## src/design/atl_pkg.sv

```systemverilog
package atl_pkg;

  localparam int POSITION_BITS_DEF = 16;
  localparam int LEN_W             = 16;
  localparam int QUEUE_DEPTH       = 4;

  localparam logic [3:0] KIND_COMMENT  = 4'd0;
  localparam logic [3:0] KIND_NAME     = 4'd1;
  localparam logic [3:0] KIND_LABEL    = 4'd2;
  localparam logic [3:0] KIND_NUMBER   = 4'd3;
  localparam logic [3:0] KIND_LBRACKET = 4'd4;
  localparam logic [3:0] KIND_RBRACKET = 4'd5;
  localparam logic [3:0] KIND_COMMA    = 4'd6;
  localparam logic [3:0] KIND_PLUS     = 4'd7;
  localparam logic [3:0] KIND_ERROR    = 4'd8;
  localparam logic [3:0] KIND_END      = 4'd9;

  typedef struct packed {
    logic [3:0]       kind;
    logic [LEN_W-1:0] start;
    logic [LEN_W-1:0] length;
    logic             last;
  } token_t;

  // up to two result words per character, a first then b
  typedef struct packed {
    logic [1:0] cnt;
    token_t     a;
    token_t     b;
  } wr_t;

endpackage

```

## src/design/atl_core.sv

```systemverilog
module atl_core #(
  parameter int POSITION_BITS = atl_pkg::POSITION_BITS_DEF
) (
  input  logic           clk,
  input  logic           rst_n,
  input  logic           in_valid,
  output logic           in_ready,
  input  logic [7:0]     in_ch,
  input  logic           space_ok,
  output atl_pkg::wr_t   wr
);

  localparam int LW = atl_pkg::LEN_W;

  localparam logic [2:0] MODE_IDLE    = 3'd0;
  localparam logic [2:0] MODE_COMMENT = 3'd1;
  localparam logic [2:0] MODE_NAME    = 3'd2;
  localparam logic [2:0] MODE_LABEL   = 3'd3;
  localparam logic [2:0] MODE_NUMBER  = 3'd4;
  localparam logic [2:0] MODE_ERROR   = 3'd5;

  localparam logic [7:0] CH_NUL   = 8'h00;
  localparam logic [7:0] CH_NL    = 8'h0A;
  localparam logic [7:0] CH_SPACE = 8'h20;
  localparam logic [7:0] CH_SEMI  = 8'h3B;
  localparam logic [7:0] CH_COLON = 8'h3A;
  localparam logic [7:0] CH_X     = 8'h78;
  localparam logic [7:0] CH_LBRK  = 8'h5B;
  localparam logic [7:0] CH_RBRK  = 8'h5D;
  localparam logic [7:0] CH_COMMA = 8'h2C;
  localparam logic [7:0] CH_PLUS  = 8'h2B;

  function automatic logic is_letter(input logic [7:0] c);
    return (c >= 8'h41 && c <= 8'h5A) || (c >= 8'h61 && c <= 8'h7A);
  endfunction

  function automatic logic is_digit(input logic [7:0] c);
    return c >= 8'h30 && c <= 8'h39;
  endfunction

  function automatic logic in_number(input logic [7:0] c);
    return is_digit(c) || (c >= 8'h61 && c <= 8'h66) || c == CH_X;
  endfunction

  logic                     stg_v_r;
  logic [7:0]               ch_r;
  logic [2:0]               mode_r, mode_nxt;
  logic [LW-1:0]            plen_r, plen_nxt;
  logic [LW-1:0]            pstart_r, pstart_nxt;
  logic [POSITION_BITS-1:0] pos_r, pos_nxt;
  logic                     adv;

  logic                     extend;
  logic                     pend_act;
  logic [3:0]               pend_kind;
  logic                     e0, e1;
  logic [3:0]               k1;
  logic [LW-1:0]            l1;
  logic [LW-1:0]            pos16;
  atl_pkg::token_t          t0, t1;

  assign adv      = stg_v_r && space_ok;
  assign in_ready = !stg_v_r || adv;
  assign pos16    = LW'(pos_r);

  always_comb begin
    mode_nxt   = mode_r;
    plen_nxt   = plen_r;
    pstart_nxt = pstart_r;
    pos_nxt    = pos_r + POSITION_BITS'(1);
    extend     = 1'b0;
    pend_act   = 1'b1;
    pend_kind  = atl_pkg::KIND_COMMENT;
    e0         = 1'b0;
    e1         = 1'b0;
    k1         = atl_pkg::KIND_END;
    l1         = '0;

    unique case (mode_r)
      MODE_COMMENT: begin
        extend    = ch_r != CH_NL && ch_r != CH_NUL;
        pend_kind = atl_pkg::KIND_COMMENT;
      end
      MODE_NAME: begin
        extend    = is_letter(ch_r);
        pend_kind = atl_pkg::KIND_NAME;
      end
      MODE_LABEL: begin
        extend    = is_letter(ch_r);
        pend_kind = atl_pkg::KIND_LABEL;
      end
      MODE_NUMBER: begin
        extend    = in_number(ch_r);
        pend_kind = atl_pkg::KIND_NUMBER;
      end
      default: pend_act = 1'b0;
    endcase

    if (mode_r == MODE_ERROR) begin
      if (ch_r == CH_NUL) begin
        e1         = 1'b1;
        mode_nxt   = MODE_IDLE;
        plen_nxt   = '0;
        pstart_nxt = '0;
        pos_nxt    = '0;
      end
    end else if (pend_act && extend) begin
      if (plen_r != {LW{1'b1}}) begin
        plen_nxt = plen_r + LW'(1);
      end
    end else begin
      e0         = pend_act;
      mode_nxt   = MODE_IDLE;
      plen_nxt   = '0;
      pstart_nxt = '0;
      priority if (ch_r == CH_SPACE || ch_r == CH_NL) begin
      end else if (ch_r == CH_SEMI) begin
        mode_nxt = MODE_COMMENT; pstart_nxt = pos16; plen_nxt = LW'(1);
      end else if (is_letter(ch_r)) begin
        mode_nxt = MODE_NAME; pstart_nxt = pos16; plen_nxt = LW'(1);
      end else if (ch_r == CH_COLON) begin
        mode_nxt = MODE_LABEL; pstart_nxt = pos16; plen_nxt = LW'(1);
      end else if (is_digit(ch_r)) begin
        mode_nxt = MODE_NUMBER; pstart_nxt = pos16; plen_nxt = LW'(1);
      end else if (ch_r == CH_LBRK) begin
        e1 = 1'b1; k1 = atl_pkg::KIND_LBRACKET; l1 = LW'(1);
      end else if (ch_r == CH_RBRK) begin
        e1 = 1'b1; k1 = atl_pkg::KIND_RBRACKET; l1 = LW'(1);
      end else if (ch_r == CH_COMMA) begin
        e1 = 1'b1; k1 = atl_pkg::KIND_COMMA; l1 = LW'(1);
      end else if (ch_r == CH_PLUS) begin
        e1 = 1'b1; k1 = atl_pkg::KIND_PLUS; l1 = LW'(1);
      end else if (ch_r == CH_NUL) begin
        e1 = 1'b1; pos_nxt = '0;
      end else begin
        e1 = 1'b1; k1 = atl_pkg::KIND_ERROR; l1 = LW'(1);
        mode_nxt = MODE_ERROR;
      end
    end

    t0.kind   = pend_kind;
    t0.start  = pstart_r;
    t0.length = plen_r;
    t0.last   = !e1;
    t1.kind   = k1;
    t1.start  = pos16;
    t1.length = l1;
    t1.last   = 1'b1;

    wr.a   = e0 ? t0 : t1;
    wr.b   = t1;
    wr.cnt = adv ? (2'(e0) + 2'(e1)) : 2'd0;
  end

  always_ff @(posedge clk) begin
    if (!rst_n) begin
      stg_v_r  <= 1'b0;
      mode_r   <= MODE_IDLE;
      plen_r   <= '0;
      pstart_r <= '0;
      pos_r    <= '0;
    end else begin
      if (in_ready) begin
        stg_v_r <= in_valid;
      end
      if (adv) begin
        mode_r   <= mode_nxt;
        plen_r   <= plen_nxt;
        pstart_r <= pstart_nxt;
        pos_r    <= pos_nxt;
      end
    end
  end

  always_ff @(posedge clk) begin
    if (in_valid && in_ready) begin
      ch_r <= in_ch;
    end
  end

endmodule

```

## src/design/atl_fifo.sv

```systemverilog
module atl_fifo (
  input  logic            clk,
  input  logic            rst_n,
  input  atl_pkg::wr_t    wr,
  output logic            space_ok,
  output logic            out_valid,
  input  logic            out_ready,
  output atl_pkg::token_t out_tok
);

  localparam int DEPTH = atl_pkg::QUEUE_DEPTH;
  localparam int AW    = $clog2(DEPTH);
  localparam int CW    = $clog2(DEPTH + 1);

  atl_pkg::token_t mem_r [DEPTH];
  logic [AW-1:0]   wp_r, rp_r;
  logic [CW-1:0]   cnt_r;
  logic            pop;

  assign out_valid = cnt_r != '0;
  assign out_tok   = mem_r[rp_r];
  assign pop       = out_valid && out_ready;
  assign space_ok  = cnt_r <= CW'(DEPTH - 2);

  always_ff @(posedge clk) begin
    if (!rst_n) begin
      wp_r  <= '0;
      rp_r  <= '0;
      cnt_r <= '0;
    end else begin
      wp_r  <= wp_r + AW'(wr.cnt);
      rp_r  <= rp_r + AW'(pop);
      cnt_r <= cnt_r + CW'(wr.cnt) - CW'(pop);
    end
  end

  always_ff @(posedge clk) begin
    if (wr.cnt != 2'd0) begin
      mem_r[wp_r] <= wr.a;
    end
    if (wr.cnt == 2'd2) begin
      mem_r[wp_r + AW'(1)] <= wr.b;
    end
  end

endmodule

```

## src/design/assembly_token_lexer_unit.sv

```systemverilog
// A character accepted on in_valid && in_ready is registered in the core stage, which
// decodes it once the queue has room for two words and writes its words into the queue.
// Throughput: one character per cycle while the queue has that room; the queue's
// single output port gives the words out one at a time, a first then b.
// Reset: synchronous active-low rst_n clears mode, pending token, position and queue.
module assembly_token_lexer_unit #(
  parameter int POSITION_BITS = atl_pkg::POSITION_BITS_DEF
) (
  input  logic        clk,
  input  logic        rst_n,
  input  logic        in_valid,
  output logic        in_ready,
  input  logic [7:0]  in_ch,
  output logic        out_valid,
  input  logic        out_ready,
  output logic [3:0]  out_token_kind,
  output logic [15:0] out_token_start,
  output logic [15:0] out_token_length,
  output logic        out_last_of_run
);

  atl_pkg::wr_t    wr;
  atl_pkg::token_t tok;
  logic            space_ok;

  atl_core #(.POSITION_BITS(POSITION_BITS)) u_core (
    .clk      (clk),
    .rst_n    (rst_n),
    .in_valid (in_valid),
    .in_ready (in_ready),
    .in_ch    (in_ch),
    .space_ok (space_ok),
    .wr       (wr)
  );

  atl_fifo u_fifo (
    .clk       (clk),
    .rst_n     (rst_n),
    .wr        (wr),
    .space_ok  (space_ok),
    .out_valid (out_valid),
    .out_ready (out_ready),
    .out_tok   (tok)
  );

  assign out_token_kind   = tok.kind;
  assign out_token_start  = tok.start;
  assign out_token_length = tok.length;
  assign out_last_of_run  = tok.last;

endmodule

```

## config.mk

```make
export PLATFORM = sky130hd
export DESIGN_NAME = assembly_token_lexer_unit
export DESIGN_NICKNAME = d
export VERILOG_FILES = /design/src/design/atl_pkg.sv /design/src/design/atl_core.sv /design/src/design/atl_fifo.sv /design/src/design/assembly_token_lexer_unit.sv
export SDC_FILE = /design/constraint.sdc
export NUM_CORES = 1
export LEC_CHECK = 0
export ABC_AREA = 1
export BUFFER_PORTS_ARGS = -buffer_cell sky130_fd_sc_hd__buf_4
export CAP_MARGIN = 5
export CORE_MARGIN = 2
export CORE_UTILIZATION = 40
export CTS_BUF_LIST = sky130_fd_sc_hd__clkbuf_8
export DETAILED_ROUTE_END_ITERATION = 8
export GPL_TIMING_DRIVEN = 1
export PLACE_DENSITY = 0.58
export SLEW_MARGIN = 15
export SYNTH_ARGS = -nofsm -noshare
export SYNTH_HDL_FRONTEND = slang
export SYNTH_SLANG_ARGS = --single-unit
```

## constraint.sdc

```tcl
create_clock -name clk -period 4.7 [get_ports clk]
set_input_delay 0.235 -clock clk [delete_from_list [all_inputs] [get_ports clk]]
set_output_delay 0.235 -clock clk [all_outputs]
set_load 0.005 [all_outputs]
```

# Yosys cells after proc, flatten, opt, wreduce, memory -nomap -nowiden

Memory sizes are Yosys's and may differ from the RTL's. A register that Yosys moved wholly into a read port is not among the register bits.
Cells that the tools add are included.

Flip-flop bits (word level): 67
Memory bits (writable): 148
Input bits: 12
Output and inout port bits: 39
Word-level logic and storage cells: 155
Memories kept: 1

$add $sub $neg: 8
Order comparisons: 8
Equality and inequality tests: 20
Mux-type cells: 85
Reduce and logical (&&, ||, !) cells: 24

Memories:

| name         | words | width | read ports | clocked after Yosys merged registers in | write ports | line           | RTL |
|---|---|---|---|---|---|---|---|
| u_fifo.mem_r | 4     | 37    | 1          | 1                                       | 2           | atl_fifo.sv:15 | `atl_pkg::token_t mem_r [DEPTH];` |

Operator list:

| operator                                                       | number |
|---|---|
| two-way mux 16 bit                                             | 38 |
| two-way mux 4 bit                                              | 11 |
| equality test 8 x 6 -> 1 bit, second input constant            | 5 |
| two-way mux 3 bit                                              | 13 |
| two-way mux 37 bit                                             | 1 |
| adder 16 x 1 -> 16 bit, second input constant                  | 2 |
| equality test 8 x 7 -> 1 bit, second input constant            | 3 |
| less-or-equal comparator 8 x 7 -> 1 bit, second input constant | 3 |
| two-way mux 1 bit                                              | 18 |
| >= comparator 8 x 7 -> 1 bit, second input constant            | 2 |
| inequality test 16 bit, second input constant                  | 1 |
| logical AND 1 bit                                              | 9 |
| equality test 8 x 4 -> 1 bit, second input constant            | 1 |
| >= comparator 8 x 6 -> 1 bit, second input constant            | 1 |
| less-or-equal comparator 8 x 6 -> 1 bit, second input constant | 1 |
| logical NOT 8 bit                                              | 1 |
| inequality test 8 x 4 -> 1 bit, second input constant          | 1 |
| nonzero test 8 bit                                             | 1 |
| equality test 3 x 2 -> 1 bit, second input constant            | 2 |
| equality test 3 bit, second input constant                     | 2 |
| one-hot mux 2 bit (3 select lines)                             | 1 |
| AND reduction 3 bit                                            | 2 |
| logical OR 1 bit                                               | 5 |
| two-way mux 2 bit                                              | 2 |
| other kinds (18)                                               | 19 |

# Depth between registers and ports, before layout

Gate-level depths: netlist of run 1.

Depth in word-level cells: 14
Depth in mapped cells: 23
Gate-level depth less buffers: 21

# Cells and area by module

A second synthesis of run 1 with hierarchy kept.

Cell total of the unflattened synthesis: 1343
Area, all modules: 11491.0 um2

By module, submodules not included:

| module   | times used | cells an instance | area each (um2) | sequential area each (um2) |
|---|---|---|---|---|
| atl_fifo | 1          | 781               | 7698.6          | 4584.4 |
| atl_core | 1          | 562               | 3792.4          | 1281.2 |

# Worst setup path before layout of run 1

Ideal clock, no wire load.

Path type: reg-to-reg
From: register u_core.ch_r[0]
To: memory u_fifo.mem_r[0][10] (netlist bit)
Arrival: 3.464 ns
Required time: 4.572 ns
Slack: 1.109 ns
Cell stages (with the launch flop): 21
Path buffers: 1
Clock period less this slack: 3.591 ns
Cell sequence: edfxtp_1 > nor2_2 > nand2_1 > nor2_2 > nor2_1 > nand2_1 > nand2_2 > a21oi_2 > nand2_1 > a21oi_1 > ha_1 > inv_1 > a21oi_2 > nand3_1 > nor2_1 > nand2_1 > nand2_1 > inv_1 > buf_2 > nand2_1 > o21ai_1

RTL lines:

| what                     | line            | RTL |
|---|---|---|
| start: declaration       | atl_core.sv:46  | `logic [7:0] ch_r;` |
| start signal: assignment | atl_core.sv:177 | `ch_r <= in_ch;` |
| end: declaration         | atl_fifo.sv:15  |  |

==> metrics.cfg, run 1 <==
[synthesis]
syn_area_um2 = 10500
synth.avg_cell_area_um2 = 7.71
synth-edff-count = 92
yosysTopAreaCellShare = 0.262
yosysSeqAreaShare = 0.496
yosys.area.top_type = edfxtp_1
synthFlopType = dfxtp_1
yosysWarnings = 0
synth_nets = 1386
syn-instance-count = 1365
ys_top_cells_by_area = edfxtp_1 26%, dfxtp_1 23%, nand2_1 13%, nand3_1 6.1%, nor2_1 5.7%
ys_async_sr_fraction = 0
synth_cell_types = 40
yosys_register_bits = 215

[floorplanning]
die_width_um = 166
rows = 59
ios = 51
core_area_um2 = 25900
die-height_um = 166
die_area_um2 = 27600
initial_core_util = 0.406

[power_and_ir_drop]
ir_drop_mv = 0.241
p_clk_frac = 0.291
combinationalPowerShare = 0.310
p_leak_nw = 4.82
p_sw_w = 0.00194
p_int_w = 0.00344
seqPwrFrac = 0.399
swShare = 0.360
powerDensity_nw_per_um2 = 450

[grt]
overflow = 0
antenna_found_initial = 0
grt_pass1_wl_mm = 47.3
grt_pass1_vias = 8847
grt.total_usage = 0.212
grt_max_degree = 76

[clock_network]
clockBufferDepth = 3
clockRootBuffer = clkbuf_8
clk-insertion-delay-late_ns = 0.54
htree_levels = 2
postCtsSetupRepairBufs = 0
ctsResizeCount = 0
cts_tree = done
cts.clk_slew.worst_paths_ns = 0.06
numCtsBuffers = 38
cts_hold_buf = 9
cts.sinks = 215

[setup_path]
start_kind = flop
crit_buf_inv = 3
worstPathCellList = nor2_2 > nand2_1 > nor2_2 > nor2_1 > nand2_1 > nand2_2 > a21oi_2 > nand2_1 > a21oi_1 > ha_1 > inv_1 > nor2_1 > inv_1 > nor2_1 > nand2_1 > inv_1 > nand3_1 > nand2_1
critPathSlowestCell = inv_1
crit_type = reg2reg
crit_start = u_core.ch_r[0]
reg2reg_from = u_core.ch_r[0]
cp_common_cell = nand2_1
required_ns = 5.10
path_max_fanout = 20
crit_arrival_ns = 4.41
end_kind = flop
cp_top_family = simple AND/OR/NAND/NOR gates
slowest_delay_ns = 0.68

[sta]
rsz0062_at_grt = false
worstMarginPinSlew_ns = 0.953
drv_slew = 0
timing.fmax_mhz = 249
fin_skew_ns = 0.0189
whs_ns = 0.0884
tns_ns = 0
max_slew_margin = 0.364
finalHoldViolCount = 0
fin_crit_sh = 0.854
fin_crit_ns = 4.01
setup_viol = 0

[cells_and_area]
fin_area_um2 = 11900
drive_gt1_frac = 0.107
synthToLayoutAreaGrowth_pct = 13.4
diodes = 0
nets = 1435
regArea_um2 = 5230
num-fill-cells = 2574
multiInputGateArea_um2 = 4600

[run_status]
outcome = finished clean

[drt]
vias = 9256
dr.pass1.iters = 5
route.detailed.drc = 0
vias_per_cell = 5.20
routed_wl_mm = 29.4
ant_nets = 0
routedWlPerCell_um = 16.5
drtIter0Drc = 725

[worst_hold_path]
holdCritPathClass = in2reg
min_from = rst_n

[placed_design]
dp_hpwl_mm = 18.9
place.gp.congestion = 0.877
io_buffers = 50
placed_area_um2 = 11200

[run]
cap_violations = 0

[worst min-delay path, delay by kind of cell]
| kind | cells | cell delay, ns |
|---|---|---|
| buffers and inverters | 2 | 0.24 |
| and+or+nand+nor | 1 | 0.09 |
[area by class of cell]
cell class / instances / share of cell area
Sequential cell: 215 / 0.438
Multi-Input combinational cell: 976 / 0.385
Timing Repair Buffer: 79 / 0.0516
Clock buffer: 41 / 0.0473
Tap cell: 335 / 0.0351
Inverter: 104 / 0.0333
Clock inverter: 29 / 0.0102
[metal layers]
| layer | up-vias | wire (um) | GRT usage |
|---|---|---|---|
| met4 | 0 | 603 | 0.0641 |
| met3 | 51 | 2020 | 0.0346 |
| met1 | 4249 | 13600 | 0.292 |
| li1 | 4652 | - | - |
| met2 | 304 | 13200 | 0.343 |
| met5 | - | 0 | 0 |
[synth_stat cells (5+ instances only)]
library cell and n:
inv_1 95, nor3_1 17, clkbuf_1 52, a21oi_1 25
nor2_1 159, nand2_1 356, buf_2 14, xor2_1 18
ha_1 8, o21ai_0 94, edfxtp_1 92, dfxtp_1 123
o21ai_1 58, nand2_2 17, nor2_2 5, nand4_1 13
nand3_1 129, o22ai_1 48
[power groups by stage]
stage	Clock [W]	Sequential (W)	Combinational, W
4_1_cts	0.00161	0.00215	0.00167
3_5_place_dp	0	0.00218	0.00166
6_report	0.00156	0.00215	0.00167
2_1_floorplan	0	0.00217	0.00104
5_1_grt	0.00169	0.00216	0.00185
3_3_place_gp	0	0.00218	0.00165
[final timing paths]
| kind | endpoint | slack [ns] | cells after the start |
|---|---|---|---|
| worst min register to register | u_fifo.mem_r[1][5] | 0.45 | 2 |
| worst max-delay path | u_fifo.mem_r[3][34] | 0.69 | 18 |
| worst min-delay path | u_fifo.cnt_r[0] | 0.09 | 3 |
| worst max register to register | u_fifo.mem_r[3][34] | 0.69 | 18 |
[metrics by stage]
| step | power (W) | cells | util | setup WS, ns |
|---|---|---|---|---|
| global placement | 0.00383 | 1700 | 0.431 | 0.832 |
| global route | 0.00570 | 1779 | 0.461 | 0.266 |
| detailed placement | 0.00384 | 1700 | 0.431 | 0.770 |
| floorplan | 0.00320 | 1365 | - | 1.11 |
| finish | 0.00538 | 1779 | 0.461 | 0.687 |
| CTS | 0.00543 | 1779 | 0.461 | 0.761 |
[flip-flops by register name, indices dropped and copies added, names as in the netlist, 2 cells and up]
signal           flops
u_core.ch_r          8
u_core.mode_r        3
u_fifo.cnt_r         3
u_fifo.mem_r       148
u_core.pstart_r     16
u_core.pos16        16
u_core.plen_r       16
u_fifo.wp_r          2
u_fifo.rp_r          2
[placed cells by master, fill, tap and decap left out, types with 3 or more instances in the layout]
cell           count
nand3_1          129
xor2_1            18
nand2_2           17
xnor2_1            3
nand4_1           13
nand3b_1           3
clkbuf_8          41
nor2_1           159
inv_2              5
clkinv_1          11
o21ai_0           94
o21ai_1           58
nand2_1          356
ha_1               8
inv_1            111
nor2_2             5
dlygate4sd3_1      9
buf_4             70
nor3b_1            4
nor3_2             3
nor3_1            17
a21oi_1           25
edfxtp_1          92
o22ai_1           48
dfxtp_1          122
[cells by family (layout without fill, tap and decap cells)]
| logic type | after synthesis | count (layout) | share of synthesized area |
|---|---|---|---|
| and+or+nand+nor | 715 | 715 | 0.291 |
| AOI/OAI and AO/OA | 231 | 231 | 0.117 |
| DFF | 215 | 215 | 0.496 |
| buffers and inverters | 174 | 253 | 0.0669 |
| xor gates and xnor gates | 21 | 21 | 0.0175 |
| adders and majority gates | 9 | 9 | 0.0114 |
Power figures use the tool's default switching activity.
==> inputs of run 2 (changes only) <==
--- a/config.mk
+++ b/config.mk
@@ -5,9 +5,9 @@
 export SDC_FILE = /design/constraint.sdc
 export NUM_CORES = 1
 export LEC_CHECK = 0
-export ABC_AREA = 1
+export ABC_AREA = 0
 export BUFFER_PORTS_ARGS = -buffer_cell sky130_fd_sc_hd__buf_4
-export CAP_MARGIN = 5
+export CAP_MARGIN = 20
 export CORE_MARGIN = 2
 export CORE_UTILIZATION = 40
 export CTS_BUF_LIST = sky130_fd_sc_hd__clkbuf_8
==> run 2 against run 1 <==
  * Global-route usage down 1.9 points
  * Highest routed layer unchanged
  * Flip-flop and latch count unchanged
  * Count of clock-buffer cells in the layout up 5
==> metrics.cfg, run 2 <==
[grt]
grt.met2_usage = 0.319
grt_use_met1 = 0.263
grt_pass1_vias = 7087
grt_pass1_wl_mm = 39.7
top_usage_layer = met2
grt_max_degree = 41
grt.total_usage = 0.193
antenna_found_initial = 0
grt.met3_usage = 0.0329
overflow = 0

[synthesis]
ys_async_sr_fraction = 0
synthFlopType = dfxtp_1
syn_area_um2 = 9880
yosys_register_bits = 215
yosysWarnings = 0
ys_top_cells_by_area = edfxtp_1 28%, dfxtp_1 25%, a22o_1 11%, mux4_2 8.4%, clkbuf_1 2.1%
synth.avg_cell_area_um2 = 11.6
syn-instance-count = 849
synth_cell_types = 68
yosys.cell_count.top_type = a22o_1
yosysSeqAreaShare = 0.529
synth-edff-count = 92
synth_commonest_cells = 128 x a22o_1, 123 x dfxtp_1, 92 x edfxtp_1
yosysTopAreaCellShare = 0.280
synth_nets = 870
yosys.area.top_type = edfxtp_1

[sta]
fin_crit_ns = 4.09
setup_viol = 0
worstMarginPinSlew_ns = 1.11
drv_slew = 0
whs_ns = 0.0664
tns_ns = 0
fin_skew_ns = 0.0223
rsz0062_at_grt = false
max_slew_margin = 0.263
timing.fmax_mhz = 244
finalHoldViolCount = 0
fin_crit_sh = 0.871

[clock_network]
postCtsSetupRepairBufs = 0
cts.clk_slew.worst_paths_ns = 0.06
htree_levels = 2
cts.sinks = 215
numCtsBuffers = 37
cts_tree = done
clk-insertion-delay-late_ns = 0.53
cts_hold_buf = 9
clockRootBuffer = clkbuf_8
ctsResizeCount = 0
clockBufferDepth = 3

[floorplanning]
die_width_um = 161
core_area_um2 = 24200
die_area_um2 = 26000
rows = 57
initial_core_util = 0.407
ios = 51
die-height_um = 161

[placed_design]
placed_area_um2 = 10600
dp_hpwl_mm = 15.8
place.gp.congestion = 0.905
io_buffers = 50

[drt]
ant_nets = 0
routed_wl_mm = 25.0
dr.pass1.iters = 4
vias = 7123
vias_per_cell = 5.70
routedWlPerCell_um = 20.0
drtIter0Drc = 514
route.detailed.drc = 0

[cells_and_area]
mostFrequentLayoutCell = a22o_1
drive_gt1_frac = 0.209
nets = 918
top_register = u_fifo.mem_r
final_util = 0.472
mostFrequentLayoutCells = 128 x a22o_1, 121 x dfxtp_1, 92 x edfxtp_1
largest_reg_flops = 148
synthToLayoutAreaGrowth_pct = 16.0
num-fill-cells = 2253
fin_area_um2 = 11500
diodes = 0

[setup_path]
crit_type = reg2reg
end_kind = flop
cp_common_cell = nand2_1
crit_arrival_ns = 4.23
start_kind = flop
critPathSlowestCell = inv_1
path_max_fanout = 21
slowest_delay_ns = 0.71
cp_top_family = simple AND/OR/NAND/NOR gates
required_ns = 4.83
crit_buf_inv = 1
worstPathCellList = or4_4 > o221ai_1 > nand2_1 > nor3_1 > a21o_1 > ha_1 > nand2_1 > nor2_1 > mux2_2 > nand2_1 > inv_1

[power_and_ir_drop]
ir_drop_mv = 0.191
p_leak_nw = 4.05
power.total_w = 0.00491
powerDensity_nw_per_um2 = 428

[run_status]
outcome = finished clean

[run]
cap_violations = 0

[worst_hold_path]
holdCritPathClass = in2reg

run 2: cell count changes after synthesis, moves of 13 or more:
cell | previous run | this run
inv_1 | 95 | 12
and2_1 | 1 | 14
a21oi_1 | 25 | 38
nor2_1 | 159 | 34
o21ai_0 | 94 | 40
a22o_1 | 0 | 128
o22ai_1 | 48 | 4
and3_1 | 0 | 13
nand2_1 | 356 | 48
mux4_2 | 0 | 37
o21ai_1 | 58 | 0
nand3_1 | 129 | 39
nand2_2 | 17 | 0
run 2: per-layer routing:
metal	part of all wire	wire length, um
met1	0.46	11500
met2	0.48	11900
met4	0.018	455
met5	0	0
met3	0.043	1080
run 2: logic make-up after synthesis:
logic type | count (synthesis) | share of synthesized area
AOI/OAI and AO/OA | 250 | 0.190
xor gates and xnor gates | 22 | 0.0195
adders and majority gates | 9 | 0.0122
buffers and inverters | 93 | 0.0404
DFF | 215 | 0.529
muxes | 39 | 0.0865
and+or+nand+nor | 221 | 0.123
run 2: worst paths after layout:
kind / slack (ns) / to / cells past startpoint / startpoint
hold reg to reg: 0.47 / u_fifo.mem_r[3][0] / 1 / u_fifo.mem_r[3][0]
setup reg to reg: 0.61 / u_fifo.mem_r[2][24] / 11 / u_core.ch_r[3]
setup / recovery: 0.61 / u_fifo.mem_r[2][24] / 11 / u_core.ch_r[3]
hold / removal: 0.07 / u_core.plen_r[12] / 2 / rst_n
run 2: final cells by class:
class | count | area, um^2 | share of cell area
sequential | 215 | 5230 | 0.456
multi-input combinational | 541 | 4290 | 0.374
timing repair buffer | 89 | 739 | 0.0645
clock buffer | 46 | 633 | 0.0553
tap | 324 | 405 | 0.0354
clock inverter | 21 | 114 | 0.00994
inverter | 13 | 48.8 | 0.00426
run 2: per-stage QoR:
stage                     instances  worst slack, ns
after floorplan                 849            0.741
after CTS                      1248            0.340
after global placement         1170            0.546
after detailed placement       1172            0.375
after global routing           1249            0.296
final                          1249            0.606
run 2: report_power, final:
group	switching (W)	internal, W
Combinational	0.000562	0.000481
Sequential	0.000111	0.00207
Clock	0.000751	0.000938
Total	0.00142	0.00349
==> inputs of run 3 (changes only) <==
--- a/config.mk
+++ b/config.mk
@@ -17,4 +17,5 @@
 export SLEW_MARGIN = 15
 export SYNTH_ARGS = -nofsm -noshare
 export SYNTH_HDL_FRONTEND = slang
+export SYNTH_HIERARCHICAL = 1
 export SYNTH_SLANG_ARGS = --single-unit
==> run 3 against run 2 <==
  * Clock skew increased by 0.0052 ns
  * Sequential power grew 7%
  * Global-route usage down 2.3 points
  * Combinational power increased by 21%
  * Flip-flop and latch count unchanged
  * Critical path type unchanged
  * Largest power group unchanged
  * Highest routed layer unchanged
==> metrics.cfg, run 3 <==
[sta]
max_slew_margin = 0.335
fin_crit_ns = 4.28
finalHoldViolCount = 0
layout_setup_ws_ns = 0.423
fin_crit_sh = 0.910
drv_slew = 0
timing.fmax_mhz = 234
tns_ns = 0
worstMarginPinSlew_ns = 0.990
fin_skew_ns = 0.0274
setup_viol = 0
rsz0062_at_grt = false

[power_and_ir_drop]
powerDensity_nw_per_um2 = 402
p_clk_frac = 0.304
ir_drop_mv = 0.182
p_leak_nw = 4.63
p_sw_w = 0.00147
combinationalPowerShare = 0.244
swShare = 0.285
p_int_w = 0.00369
seqPwrFrac = 0.451

[setup_path]
critPathSlowestCell = nor2b_4
ff2ff_path_depth = 10
worstPathCellList = or4_4 > o41a_1 > a41o_1 > nand3b_1 > o21ai_0 > ha_1 > and3_1 > mux2i_1 > nor2b_4 > buf_4
end_kind = flop
r2r_end = u_fifo/mem_r[3][24]
start_kind = flop
crit_buf_inv = 1
r2r_slack_ns = 0.42
reg2reg_from = u_core/ch_r[7]
cp_top_family = simple AND/OR/NAND/NOR gates
crit_arrival_ns = 4.50
required_ns = 4.92
crit_type = reg2reg
path_max_fanout = 27
slowest_delay_ns = 0.81

[synthesis]
yosys.cell_count.top_type = edfxtp_1
ys_top_cells_by_area = edfxtp_1 41%, mux2_2 12%, dfxtp_1 10%, mux4_2 7.3%, mux2_4 5.3%
synth_cell_types = 66
yosys.area.top_type = edfxtp_1
synth-edff-count = 156
synth_commonest_cells = 156 x edfxtp_1, 123 x mux2_2, 59 x dfxtp_1
yosys_register_bits = 215
yosysSeqAreaShare = 0.515
syn_area_um2 = 11400
synth.avg_cell_area_um2 = 13.6
yosysTopAreaCellShare = 0.411
yosysWarnings = 6
syn-instance-count = 840
synthFlopType = edfxtp_1
ys_async_sr_fraction = 0

[clock_network]
cts_hold_buf = 9
numCtsBuffers = 39
ctsResizeCount = 0
cts.sinks = 215
clockRootBuffer = clkbuf_8
postCtsSetupRepairBufs = 0
htree_levels = 2
cts_tree = done
cts.clk_slew.worst_paths_ns = 0.06
clockBufferDepth = 3
clk-insertion-delay-late_ns = 0.54

[grt]
grt_pass1_wl_mm = 40.1
grt_max_degree = 48
grt_pass1_vias = 6975
overflow = 0
grt.total_usage = 0.170
antenna_found_initial = 1

[cells_and_area]
mostFrequentLayoutCell = edfxtp_1
nets = 932
synthToLayoutAreaGrowth_pct = 12.9
largest_reg_flops = 148
num-fill-cells = 2554
mostFrequentLayoutCells = 156 x edfxtp_1, 123 x mux2_2, 76 x buf_4
drive_gt1_frac = 0.368
diodes = 0
top_register = u_fifo/mem_r

[drt]
routed_wl_mm = 25.5
ant_nets = 0
drtIter0Drc = 509
routedWlPerCell_um = 19.3
dr.pass1.iters = 4
vias_per_cell = 5.32
vias = 7024
route.detailed.drc = 0

[floorplanning]
core_area_um2 = 27900
initial_core_util = 0.408
die_area_um2 = 29800
rows = 61
die_width_um = 173
die-height_um = 173
ios = 51

[placed_design]
place_ws_ns = 0.390
dp_hpwl_mm = 15.9
place.gp.congestion = 0.801
io_buffers = 50

[worst_hold_path]
min_from = out_ready
hold_path_end = u_fifo/rp_r[0]
whs_path_depth = 3
holdCritPathClass = in2reg

[run]
cap_violations = 0

[run_status]
outcome = finished clean

==> run 3: worst reg2reg max path: cells and delay by family (launching register included) <==
kind / cells / cell delay, ns
flip-flops: 1 / 0.45
multiplexers: 1 / 0.21
adder cells (fa/ha/maj): 1 / 0.26
AND/OR/NAND/NOR: 4 / 1.86
AO/OA/AOI/OAI: 3 / 0.82
buffers and inverters: 1 / 0.36
==> run 3: cell families (layout without fill, tap and decap cells) <==
logic type,Yosys count,in the layout,share of synthesized area
compound gates,67,67,0.0393
xor+xnor,25,25,0.0216
fa+ha+maj,7,7,0.00835
buf+inv,77,165,0.0472
flops,215,215,0.515
mux,210,210,0.256
other cells,2,16,0.000659
simple gates,237,237,0.111
==> run 3: cell type report <==
cell class                      count  area, um^2  area share
Inverter                            9        33.8     0.00263
Multi-Input combinational cell    562        5100       0.397
Timing Repair Buffer               86         681      0.0529
Clock buffer                       42         578      0.0450
Tap cell                          378         473      0.0368
Sequential cell                   215        5870       0.456
Clock inverter                     28         124     0.00964
==> run 3: worst max-delay path by stage <==
stage,depth (start not counted),from,to
floorplan,11,u_core/ch_r[7],u_fifo/mem_r[0][0]
global placement,10,u_core/ch_r[7],u_fifo/mem_r[3][25]
detailed placement,10,u_core/ch_r[7],u_fifo/mem_r[3][27]
CTS,10,u_core/ch_r[7],u_fifo/mem_r[3][24]
global route,10,u_core/ch_r[7],u_fifo/mem_r[3][24]
finish,10,u_core/ch_r[7],u_fifo/mem_r[3][24]
==> run 3: power groups by stage <==
stage                     Sequential [W]  Clock, W  Combinational [W]
after floorplan                  0.00230         0           0.000853
after global placement           0.00237         0            0.00127
after detailed placement         0.00237         0            0.00127
after CTS                        0.00233   0.00163            0.00129
after global routing             0.00235   0.00172            0.00137
final                            0.00233   0.00157            0.00126
==> run 3: per-layer routing <==
metal  wire length [um]  track usage  vias to the layer above  share of wire
met3               1220       0.0273                       48          0.048
met4                452       0.0484                        0          0.018
li1                   -            -                     3333              -
met1              12300        0.249                     3482           0.48
met5                  0            0                        -              0
met2              11500        0.262                      161           0.45
==> run 3: through the flow <==
stage / total power (W) / instance area (um^2) / hold slack (ns) / utilization / cells
after floorplan: 0.00315 / 11500 / 0.334 / - / 854
after global placement: 0.00364 / 12100 / 0.413 / 0.432 / 1240
after detailed placement: 0.00365 / 12100 / 0.414 / 0.432 / 1241
after CTS: 0.00525 / 12900 / 0.0400 / 0.460 / 1320
after global routing: 0.00544 / 12900 / 0.0959 / 0.460 / 1320
final: 0.00516 / 12900 / 0.0755 / 0.460 / 1320
